## src/mvt_pkg.sv

```systemverilog
package mvt_pkg;

  localparam int DIM      = 4;
  localparam int LAST_IDX = 3;
  localparam int IDX_W    = $clog2(DIM);

  typedef enum logic {
    MODE_WRITE = 1'b0,
    MODE_XFORM = 1'b1
  } mode_e;

  // load strobes of the four pipeline stages
  typedef struct packed {
    logic s1;
    logic s2;
    logic s3;
    logic s4;
  } pipe_ld_t;

endpackage

```

## src/mvt_reduce.sv

```systemverilog
module mvt_reduce #(
  parameter int VALUE_WIDTH = 32,
  parameter int FRAC_BITS   = 16
) (
  input  logic                            clk_i,
  input  mvt_pkg::pipe_ld_t               ld_i,
  input  logic signed [2*VALUE_WIDTH-1:0] prod_i [mvt_pkg::DIM][mvt_pkg::DIM],
  output logic signed [VALUE_WIDTH-1:0]   res_o  [mvt_pkg::DIM],
  output logic                            sat_o
);

  localparam int SW = 2 * VALUE_WIDTH + 2;

  localparam logic signed [VALUE_WIDTH-1:0] VMAX = {1'b0, {(VALUE_WIDTH-1){1'b1}}};
  localparam logic signed [VALUE_WIDTH-1:0] VMIN = {1'b1, {(VALUE_WIDTH-1){1'b0}}};

  logic signed [SW-1:0]          sum_q [mvt_pkg::DIM];
  logic signed [VALUE_WIDTH-1:0] res_q [mvt_pkg::DIM];
  logic [mvt_pkg::DIM-1:0]       ovf;
  logic                          sat_q;

  for (genvar r = 0; r < mvt_pkg::DIM; r++) begin : g_row
    logic signed [SW-1:0]          sh;
    logic [SW-VALUE_WIDTH:0]       top;
    logic signed [VALUE_WIDTH-1:0] res_d;

    always_ff @(posedge clk_i) begin
      if (ld_i.s3) begin
        sum_q[r] <= SW'(prod_i[r][0]) + SW'(prod_i[r][1])
                  + SW'(prod_i[r][2]) + SW'(prod_i[r][mvt_pkg::LAST_IDX]);
      end
    end

    assign sh     = sum_q[r] >>> FRAC_BITS;
    assign top    = sh[SW-1:VALUE_WIDTH-1];
    assign ovf[r] = !((&top) || !(|top));
    assign res_d  = ovf[r] ? (sh[SW-1] ? VMIN : VMAX) : sh[VALUE_WIDTH-1:0];

    always_ff @(posedge clk_i) begin
      if (ld_i.s4) begin
        res_q[r] <= res_d;
      end
    end

    assign res_o[r] = res_q[r];
  end

  always_ff @(posedge clk_i) begin
    if (ld_i.s4) begin
      sat_q <= |ovf;
    end
  end

  assign sat_o = sat_q;

endmodule

```

## config.mk

```make
export PLATFORM = sky130hd
export DESIGN_NAME = mvt_reduce
export DESIGN_NICKNAME = d
export VERILOG_FILES = /design/src/mvt_pkg.sv /design/src/mvt_reduce.sv
export SDC_FILE = /design/constraint.sdc
export NUM_CORES = 2
export LEC_CHECK = 0
export BUFFER_PORTS_ARGS = -buffer_cell sky130_fd_sc_hd__buf_2
export CAP_MARGIN = 10
export CORE_AREA = 2 2 452 454
export CTS_CLUSTER_SIZE = 30
export DETAILED_ROUTE_END_ITERATION = 10
export DIE_AREA = 0 0 454 456
export GPL_TIMING_DRIVEN = 0
export PLACE_DENSITY = 0.38
export SLEW_MARGIN = 20
export SYNTH_ARGS = -nofsm -noshare
export SYNTH_HDL_FRONTEND = slang
export SYNTH_SLANG_ARGS = --single-unit
export TNS_END_PERCENT = 50
```

## constraint.sdc

```tcl
create_clock -name clk_i -period 12.7 [get_ports clk_i]
set_clock_uncertainty 0.15 [all_clocks]
set_input_delay 1.905 -clock clk_i [delete_from_list [all_inputs] [get_ports clk_i]]
set_output_delay 1.905 -clock clk_i [all_outputs]
set_load 0.02 [all_outputs]
```

==> flow_summary_export.csv <==
group,metric,value,unit
route,route.top_layer_used,"met5",
synth,yosys_warnings,0,
grt,grt.total_usage,16.7,%
power_and_ir_drop,power_density,167,nW/um2
place,pre_cts_slack,5.32,ns
synth,synthesis.instances,4282,
setup_path,path_max_fanout,8,
cells_and_area,drive_gt1_share,23.2,%
synth,synth_top_area_share,25.9,%
synth,synth_nets,6075,
floorplanning,core_area,202000,um2
sta,holdWs,0.344,ns
power_and_ir_drop,p_switching,3.86,mW
cells_and_area,multi_input_area,24200,um2
setup_path,worstRegToRegCells,6,
route,drc_errors,0,
synth,syn_area,39600,um2
cells_and_area,mostFrequentLayoutCell,"inv_1",
clock_tree,clock-sinks,329,
place,place_hpwl,160,mm
route,drt_wl_total,177,mm
sta,timing.setup.tns,0,ns
setup_path,start_kind,"primary input",
grt,grt_first_pass_wirelength,246,mm
synth,synth.area.top_cells,"fa_1 (26%), edfxtp_1 (25%), inv_1 (13%)",
sta,final.min_clock_period,6.95,ns
route,drt-initial-drc-count,1613,
cells_and_area,layout.nets,7285,
grt,grt_pass1_vias,35200,
sta,fin_ws,5.75,ns
sta,fin_crit_sh,54.7,%
clock_tree,cts-root-buf,"clkbuf_16",
route,wl_met2,85.4,mm
cells_and_area,finalNonFillerCells,8222,
floorplanning,start_util,19.6,%
clock_tree,cts_inserted_buffers,45,
route,wl_met1,77.2,mm
floorplanning,dieArea,207000,um2
route,first_pass_iters,5,
power_and_ir_drop,power_frac_comb,58.5,%
flow_run,drv_cap,0,
floorplanning,die_width,454,um
route,viasPerCell,4.07,
power_and_ir_drop,switching_share,45.8,%
clock_tree,post_cts_buffers,0,
sta,setup_viol,0,
setup_path,cp.required,12.93,ns
power_and_ir_drop,seqPwrFrac,25.1,%
setup_path,crit_type,"primary input to flop",
synth,avgSynthCellArea,9.25,um2
clock_tree,insertion_delay,0.64,ns
cells_and_area,final_cell_mix,"inv_1 (1382), buf_2 (1160), fa_1 (512)",
route,wl_per_cell,21.6,um
place,dp_cells,8116,
clock_tree,cts_tree,"yes",
setup_path,critPathSlowestCell,"nor4_1",
sta,slew_headroom,23.6,%
hold_path,min_path_cells,1,
clock_tree,clock_path_buffers,3,
sta,drv_slew,0,
hold_path,hp-class,"flop to flop",
cells_and_area,seqCellArea,9880,um2
synth,synthFlopType,"edfxtp_1",
clock_tree,clk_pin_slew,0.06,ns
setup_path,critPathCaptureType,"flop",
synth,synth_edf_count,329,
place,portBuffers,1155,
setup_path,path_cells,"buf_2, inv_1, fa_1, fa_1, inv_1, ha_1, clkbuf_1, nand4_1, nor4_1, o311ai_1, a31oi_1, a31oi_1, or2_1, o21ai_1, a21oi_1, xnor2_1",
sta,worst_pin_slew,1.13,ns
synth,async_reset_ff_share,0,%
synth,synth.largest_area_cell,"fa_1",
sta,max_freq,144,MHz
clock_tree,ctsResizeCount,0,
setup_path,worst_ep_arrival_time,7.18,ns
setup_path,critPathMaxStageDelay,0.82,ns
sta,hold_viol,0,
grt,grt.overflow.total,0,
route,dr_wl_met3,9.75,mm
cells_and_area,syn_to_final_growth,27.5,%
synth,yosysSeqAreaShare,24.9,%
cells_and_area,nFillCells,22200,
route,antenna_left,0,
grt,grt_max_degree,85,
power_and_ir_drop,p_leak,26.6,nW
grt,antenna_found_initial,53,
power_and_ir_drop,vdd_drop_max,0.0951,mV
floorplanning,die_height,456,um
clock_tree,hold_buffers,0,
sta,rsz0062_at_grt,"false",
status,status,"finished, final reports clean",
clock_tree,cts-htree-levels,2,
power_and_ir_drop,power_frac_clock,16.3,%
synth,synth_cell_types,78,
floorplanning,pin_count,1158,
route,num_vias,33500,
synth,ys_ff_latch,329,
place,gp_congestion,0.910,
power_and_ir_drop,p_int,4.57,mW
floorplanning,num_rows,165,
through the flow:
| step | utilization [%] | area [um2] | power [mW] |
|---|---|---|---|
| after floorplan | - | 39600 | 5.20 |
| after global placement | 24.2 | 48700 | 7.13 |
| after detailed placement | 24.2 | 48900 | 7.13 |
| after CTS | 25.0 | 50400 | 8.59 |
| after global routing | 25.0 | 50500 | 9.15 |
| final | 25.0 | 50500 | 8.43 |
area by class of cell:
cell class	instances	share of cell area (%)
Antenna cell	22	0.109
Buffer	106	0.803
Clock buffer	51	2.32
Clock inverter	32	0.746
Inverter	1385	10.3
Multi-Input combinational cell	2462	47.8
Sequential cell	329	19.6
Tap cell	2672	6.62
Timing Repair Buffer	1163	11.7
cells in the mapped netlist, types with 10 or more instances:
| library cell | instances |
|---|---|
| inv_1 | 1382 |
| fa_1 | 512 |
| edfxtp_1 | 329 |
| a21o_1 | 282 |
| a21oi_1 | 277 |
| ha_1 | 252 |
| nand2_1 | 161 |
| xnor2_1 | 112 |
| nor2_1 | 101 |
| clkbuf_1 | 99 |
| nand4_1 | 93 |
| o21ai_0 | 91 |
| xor2_1 | 80 |
| o21ai_1 | 50 |
| nand3_1 | 46 |
| o21bai_1 | 37 |
| a31oi_1 | 32 |
| nor4_1 | 30 |
| nor3_1 | 26 |
| o21a_1 | 25 |
| and3_1 | 23 |
| nor2b_1 | 23 |
| o211ai_1 | 18 |
| and2_1 | 12 |
| nand2b_1 | 12 |
| a211oi_1 | 10 |
| or3_1 | 10 |
state kept, by name, summed over array words and instances, names as in the netlist:
| register | cells |
|---|---|
| res_q | 128 |
| sat_o | 1 |
| sum_q | 200 |
worst paths after layout:
kind	startpoint	endpoint	slack (ns)
worst max-delay path	prod_i[920]	sum_q[0][62]$_DFFE_PP_	5.75
worst min-delay path	sum_q[3][39]$_DFFE_PP_	res_q[3][23]$_DFFE_PP_	0.34
worst max register to register	sum_q[0][50]$_DFFE_PP_	res_q[0][9]$_DFFE_PP_	9.65
worst min register to register	sum_q[3][39]$_DFFE_PP_	res_q[3][23]$_DFFE_PP_	0.34
critical path, delay by kind of cell:
kind / cells / cell delay, ns
buffers and inverters: 4 / 0.63
XOR/XNOR: 1 / 0.14
adder cells (fa/ha/maj): 3 / 1.23
AO/OA/AOI/OAI: 5 / 1.83
AND/OR/NAND/NOR: 3 / 1.44
logic make-up after synthesis:
kind of cell               count (synthesis)  share of synthesized area (%)
buffers and inverters                   1491                           14.1
AOI/OAI and AO/OA                        937                           15.6
adders and majority gates                764                           33.8
and+or+nand+nor                          569                           7.24
DFF                                      329                           24.9
xor gates and xnor gates                 192                           4.25
power groups by stage:
| stage | sequential (mW) | combinational [mW] | clock (mW) |
|---|---|---|---|
| 5_1_grt | 2.16 | 5.51 | 1.48 |
| 2_1_floorplan | 2.20 | 2.99 | 0 |
| 3_5_place_dp | 2.14 | 4.99 | 0 |
| 3_3_place_gp | 2.14 | 4.99 | 0 |
| 4_1_cts | 2.12 | 5.03 | 1.45 |
| 6_report | 2.12 | 4.93 | 1.38 |
routing by layer:
metal,vias up,GRT usage [%]
li1,16100,-
met1,16400,21.5
met2,855,28.1
met3,181,3.27
met4,8,4.79
met5,-,0
(Power assumes the default switching activity.)
