===== src/mvt_pkg.sv =====
package mvt_pkg;

  localparam int DIM      = 4;
  localparam int LAST_IDX = 3;
  localparam int IDX_W    = $clog2(DIM);

  typedef enum logic {
    MODE_WRITE = 1'b0,
    MODE_XFORM = 1'b1
  } mode_e;

  // load strobes of the four pipeline stages
  typedef struct packed {
    logic s1;
    logic s2;
    logic s3;
    logic s4;
  } pipe_ld_t;

endpackage


===== src/mvt_matrix.sv =====
module mvt_matrix #(
  parameter int VALUE_WIDTH = 32
) (
  input  logic                          clk_i,
  input  logic                          rst_ni,
  input  logic                          we_i,
  input  logic [mvt_pkg::IDX_W-1:0]     row_i,
  input  logic [mvt_pkg::IDX_W-1:0]     col_i,
  input  logic signed [VALUE_WIDTH-1:0] value_i,
  output logic signed [VALUE_WIDTH-1:0] mat_o [mvt_pkg::DIM][mvt_pkg::DIM]
);

  logic signed [VALUE_WIDTH-1:0] mat_q [mvt_pkg::DIM][mvt_pkg::DIM];

  for (genvar r = 0; r < mvt_pkg::DIM; r++) begin : g_row
    for (genvar c = 0; c < mvt_pkg::DIM; c++) begin : g_col
      always_ff @(posedge clk_i or negedge rst_ni) begin
        if (!rst_ni) begin
          mat_q[r][c] <= '0;
        end else if (we_i && row_i == mvt_pkg::IDX_W'(r) && col_i == mvt_pkg::IDX_W'(c)) begin
          mat_q[r][c] <= value_i;
        end
      end
      assign mat_o[r][c] = mat_q[r][c];
    end
  end

endmodule


===== config.mk =====
export PLATFORM = sky130hd
export DESIGN_NAME = mvt_matrix
export DESIGN_NICKNAME = d
export VERILOG_FILES = /design/src/mvt_pkg.sv /design/src/mvt_matrix.sv
export SDC_FILE = /design/constraint.sdc
export NUM_CORES = 1
export LEC_CHECK = 0
export BUFFER_PORTS_ARGS = -buffer_cell sky130_fd_sc_hd__buf_2
export CAP_MARGIN = 20
export CORE_MARGIN = 2
export CORE_UTILIZATION = 38
export CTS_CLUSTER_SIZE = 25
export DETAILED_ROUTE_END_ITERATION = 6
export MAX_ROUTING_LAYER = met4
export PLACE_DENSITY = 0.65
export SLEW_MARGIN = 20
export SYNTH_ARGS = -nofsm -noshare
export SYNTH_HDL_FRONTEND = slang
export SYNTH_SLANG_ARGS = --single-unit
export TNS_END_PERCENT = 20

===== constraint.sdc =====
create_clock -name clk_i -period 0.9 [get_ports clk_i]
set_input_delay 0.09 -clock clk_i [delete_from_list [all_inputs] [get_ports clk_i]]
set_output_delay 0.09 -clock clk_i [all_outputs]
set_load 0.005 [all_outputs]

==> results of run 1 <==
-- final cells by class --
class / instances / area share, %
Antenna cell: 3 / 0.0283
Clock inverter: 13 / 0.472
Clock buffer: 83 / 6.26
Tap cell: 672 / 3.17
Multi-Input combinational cell: 536 / 23.9
Sequential cell: 512 / 48.3
Timing Repair Buffer: 710 / 17.9
-- cells by family after synthesis --
family,count (synthesis),share of synthesized area (%)
muxes,512,30.9
buffers and inverters,84,2.19
and+or+nand+nor,24,0.672
DFF,512,66.2
-- synthesized netlist by cell type (all sizes together) --
library cell,instances,area [um2]
nand3b,4,30.0
nor2,10,37.5
or3,2,12.5
mux2,512,5990
nor3b,1,12.5
nand2b,3,18.8
buf,50,295
nor2b,1,6.26
nand3,1,5.00
clkbuf,34,129
nand2,2,7.51
dfrtp,512,12800
-- stage by stage --
stage          setup slack [ns]  hold WS [ns]
5_1_grt                  -0.396        0.0475
4_1_cts                  -0.380        0.0193
6_report                 -0.346        0.0492
3_3_place_gp             -0.693       -0.0404
2_1_floorplan            -0.392        -0.206
3_5_place_dp             -0.712       -0.0409
-- repair_timing --
action                                  4_1_cts  5_1_grt
resized for setup                            46       22
setup buffers                                49       34
hold endpoints to repair                    521        0
pin swaps                                     1        0
gates cloned                                  0        0
hold buffers                                  4        0
endpoints found under the setup margin      643      665
-- how the worst min path moves through the flow --
stage / start / to / slack (ns)
final: value_i[18] / mat_o[114] / 0.05
after global routing: value_i[16] / mat_o[432] / 0.05
after CTS: value_i[18] / mat_o[114] / 0.02
after detailed placement: rst_ni / mat_o[435] / -0.04
after global placement: rst_ni / mat_o[434] / -0.04
after floorplan: rst_ni / mat_o[0] / -0.21
-- metal layers --
metal	global-route usage (%)	part of all wire, %	wire, um	vias to the layer above
li1	-	-	-	5336
met1	28.3	42	24800	6468
met2	35.8	49	28400	418
met3	5.30	6.1	3590	93
met4	7.32	2.9	1720	0
met5	-	0	0	-
-- power breakdown --
part / switching [W] / internal, W
sequential: 0.00295 / 0.0284
combinational: 0.00652 / 0.00983
clock: 0.00896 / 0.0132
==> run metrics, run 1 <==
Setup crit end kind output pin; NumNets Final between 1500 and 2000; post-synthesis cell type count 17; Placed Cells ~2300; FF+latch area about 13000 um2; most common cell after layout, fill and taps aside dfrtp_1; Die Area about 53000 um2; sinks on the clock net 512; number of global-route vias before repair between 10000 and 15000; total power roughly 0.070 W; Yosys reg bits between 500 and 600; io pins 551; Worst setup endpoint mat_o[463]; Fin. Hold Viols 0; Crit-path slowest cell dfrtp_1; worst hold path stage count 2; # DRC 0; largest fanout on the critical path 2; worst min path class in2reg; die height 230 um; Die X around 230 um; root buf cell clkbuf_16; final core utilization 52.8%; Worst EP arrival approximately 1.2 ns; Worst R2R Start mat_o[100]; max reg flops 512; R2R setup slack -0.13 ns; CP Launch Type flop; most frequent cells in the layout dfrtp_1, buf_2, mux2_2, buf_4, mux2_4; clk slew on worst S/H paths roughly 0.060 ns; Crit. path cell count 1; Lkg Pwr ~13 nW; Peak VDD IR between 1500 and 2000 uV; highest clock rate 0.803 GHz; Final Max Tran Viols 0; post-route cell area 26500 um2; CTS tree done; fin crit share 138%; failing checks setup timing; Vias/cell a little under 5; TNS Setup -146.75 ns; Remaining Overflow, GRT 0; placed inst area ~24000 um2; Synthesis Warnings 0; area of the multi-input gates 6350 um2; Syn Std Cell Area 19400 um2; outcome finished, violations left; Final Skew 0 ns; pin count of the biggest net entering global routing 54; Wirelength per Cell between 20 and 25 um; Worst EP required 0.81 ns; Starting Density 38.5%; Mapped Cells around 1100; clock latency on the worst-skew pair about 0.58 ns; Routed Antenna Nets 0; Clock Path Buffers 3; 1st-pass router iterations 4; post-synthesis sequential area ratio 66.2%; initial antenna violation count 5; row cnt roughly 80; synthesized area per cell 17.1 um2; critical setup path kind reg2out; core area approximately 50000 um2; R2R depth 3; Via Count roughly 12000; port bufs 550; PwrDens ~2600 nW/um2; Area Overhead vs Synth 37.1%; final setup fails 636; crit path cell chain buf_2; Slew Limit Headroom between 60% and 70%; worst path bufs/invs 1; Placer Congestion ~0.79; Fill cells about 4200; share of cells above drive strength 1 71.1%; GRT Util Overall 22.4%; Final Worst Setup Slack -0.346 ns; min Tclk post-route 1.25 ns; worst r2r dst mat_o[100]; Setup crit start mat_o[463]; Total Routed Length 58600 um; cell family contributing the most delay on the critical path flip-flops; total clock buffers created by CTS 53; first-pass GRT wire length between 80000 and 90000 um; syn nets ~1200; Worst-Margin Slew roughly 0.49 ns; DRT iter0 DRCs roughly 510; RSZ-0062 raised after global routing true; max_cap viols 0; H-tree lvl count 2; Largest stage delay, worst path 0.43 ns; HPWL after DPL 40400 um; fin cells around 2500
Note: power is estimated with default switching activity, not from simulation.
==> inputs of run 2 (changes only) <==
CORE_MARGIN = unset   (was 2)
RECOVER_POWER = 25   (was unset)
==> run metrics, run 2 (synthesis gave the netlist of run 1 again) <==
Vias/cell 4.88 (was 4.87); NumNets Final 1841 (was 1852); Setup crit end kind output pin (unchanged); failing checks setup timing (unchanged); Placer Congestion 0.828 (was 0.793); Die X 228 um (was 230 um); CTS hold repair buffers 1 (was 4); HPWL after DPL 40700 um (was 40400 um); PwrDens 2650 nW/um2 (was 2630 nW/um2); Psw 0.0187 W (was 0.0184 W); pin count of the biggest net entering global routing 48 (was 54); Total Routed Length 58300 um (was 58600 um); Worst EP required 0.81 ns (about the same); most common cell after layout, fill and taps aside dfrtp_1 (unchanged); number of global-route vias before repair 13100 (about the same); root buf cell clkbuf_16 (unchanged); total power 0.0703 W (was 0.0699 W); Via Count 12300 (about the same); worst path bufs/invs 1 (unchanged); TNS Setup -164.19 ns (was -146.75 ns); Setup crit start mat_o[104] (was mat_o[463]); # DRC 0 (unchanged); first-pass GRT wire length 86900 um (was 86400 um); Starting Density 38.6% (was 38.5%); io pins 551 (unchanged); fin crit share 138% (about the same); core area 50200 um2 (was 50300 um2); cell family contributing the most delay on the critical path flip-flops (unchanged); Routed Antenna Nets 0 (unchanged); RSZ-0062 raised after global routing true (unchanged); R2R depth 3 (unchanged); Hold Slack 0.00494 ns (was 0.0492 ns); Slew Limit Headroom 66.6% (was 67.1%); total clock buffers created by CTS 53 (unchanged); max reg flops 512 (unchanged); max_cap viols 0 (unchanged); Lkg Pwr 13.1 nW (was 13.2 nW); share of cells above drive strength 1 71.3% (was 71.1%); crit path cell chain buf_2 (unchanged); sequential share of power 44.5% (was 44.9%); CP Launch Type flop (unchanged); GRT Util Overall 23.0% (was 22.4%); min Tclk post-route 1.24 ns (was 1.25 ns); Crit. path cell count 1 (unchanged); initial antenna violation count 3 (was 5); clock latency on the worst-skew pair 0.58 ns (about the same); Peak VDD IR 1670 uV (was 1610 uV); Worst setup endpoint mat_o[104] (was mat_o[463]); CTS tree done (unchanged); Worst R2R Start mat_o[120] (was mat_o[100]); post-route cell area 26500 um2 (about the same); worst min path class in2async (was in2reg); R2R setup slack -0.11 ns (was -0.13 ns); outcome finished, violations left (unchanged); critical setup path kind reg2out (unchanged); Final Max Tran Viols 0 (unchanged); port bufs 550 (unchanged); Worst EP arrival 1.15 ns (was 1.16 ns); final setup fails 742 (was 636); most frequent cells in the layout dfrtp_1, buf_2, mux2_2, buf_4, mux2_4 (unchanged); combinational power share 23.4% (about the same); largest fanout on the critical path 2 (unchanged); Area Overhead vs Synth 36.8% (was 37.1%); DRT iter0 DRCs 508 (was 506); clk slew on worst S/H paths 0.06 ns (about the same); 1st-pass router iterations 4 (unchanged); Wirelength per Cell 23.1 um (was 23.2 um); highest clock rate 0.808 GHz (was 0.803 GHz); sinks on the clock net 512 (unchanged); Fin. Hold Viols 0 (unchanged); Remaining Overflow, GRT 0 (unchanged); Die Area 51800 um2 (was 52800 um2); Largest stage delay, worst path 0.42 ns (was 0.43 ns); placed inst area 23700 um2 (about the same); setup slack after placement -0.715 ns (was -0.712 ns); cell internal pwr 0.0516 W (was 0.0514 W); die height 228 um (was 230 um); Final Skew 0 ns (unchanged); H-tree lvl count 2 (unchanged); worst r2r dst mat_o[120] (was mat_o[100]); Crit-path slowest cell dfrtp_1 (unchanged); row cnt 82 (unchanged); Final Worst Setup Slack -0.338 ns (was -0.346 ns); Worst-Margin Slew 0.501 ns (was 0.494 ns); clock share of power 32.1% (was 31.7%); Clock Path Buffers 3 (unchanged); sw frac 26.6% (was 26.4%)
run 2: cell types whose count changed in the layout (fill, tap and decap cells not counted), sizes merged, moves of 2 or more:
cell,previous run,this run
buf,706,693
clkinv,9,17
clkbuf,83,79
bufinv,2,4
dlygate4sd3,3,1
inv,1,3
run 2: power by group through the flow:
| stage | clock network, W | logic, W | registers [W] |
|---|---|---|---|
| CTS | 0.0231 | 0.0160 | 0.0312 |
| finish | 0.0226 | 0.0165 | 0.0312 |
| global route | 0.0240 | 0.0175 | 0.0319 |
| floorplan | 0 | 0.00554 | 0.0318 |
| detailed placement | 0 | 0.0147 | 0.0315 |
| global placement | 0 | 0.0145 | 0.0312 |
run 2: worst min path at each step:
stage,from,end,slack (ns),cells after the start
floorplan,rst_ni,mat_o[0],-0.21,0
global placement,rst_ni,mat_o[317],-0.07,1
finish,rst_ni,mat_o[198],0.005,2
detailed placement,rst_ni,mat_o[221],-0.06,1
global route,rst_ni,mat_o[318],0.02,2
CTS,rst_ni,mat_o[278],-0.11,2
run 2: final cells by class:
class	count	area [um2]
well taps	672	841
flip-flops and latches	512	12800
multi-input cells	536	6340
fillers	4112	23700
repair buffers	699	4660
diodes	4	10.0
clock buffers	74	1570
clock inverters	24	246
run 2: per-stage QoR:
step                      util (%)  instances
final                         52.8       2521
after global routing          52.8       2520
after CTS                     52.1       2486
after detailed placement      47.3       2339
after global placement        47.3       2339
after floorplan                  -       1132
run 2: timing repair:
action / CTS / global route
buffers inserted: 48 / 31
endpoints found under the setup margin: 576 / 636
resized for setup: 41 / 27
hold endpoints to repair: 512 / 13
gates cloned: 0 / 0
pin swaps: 0 / 4
run 2: per-layer routing:
metal	track usage, %	vias up	wire length (um)
li1	-	5310	-
met1	28.6	6507	24400
met2	36.6	409	28400
met3	6.18	85	4130
met4	7.12	0	1420
met5	-	-	0
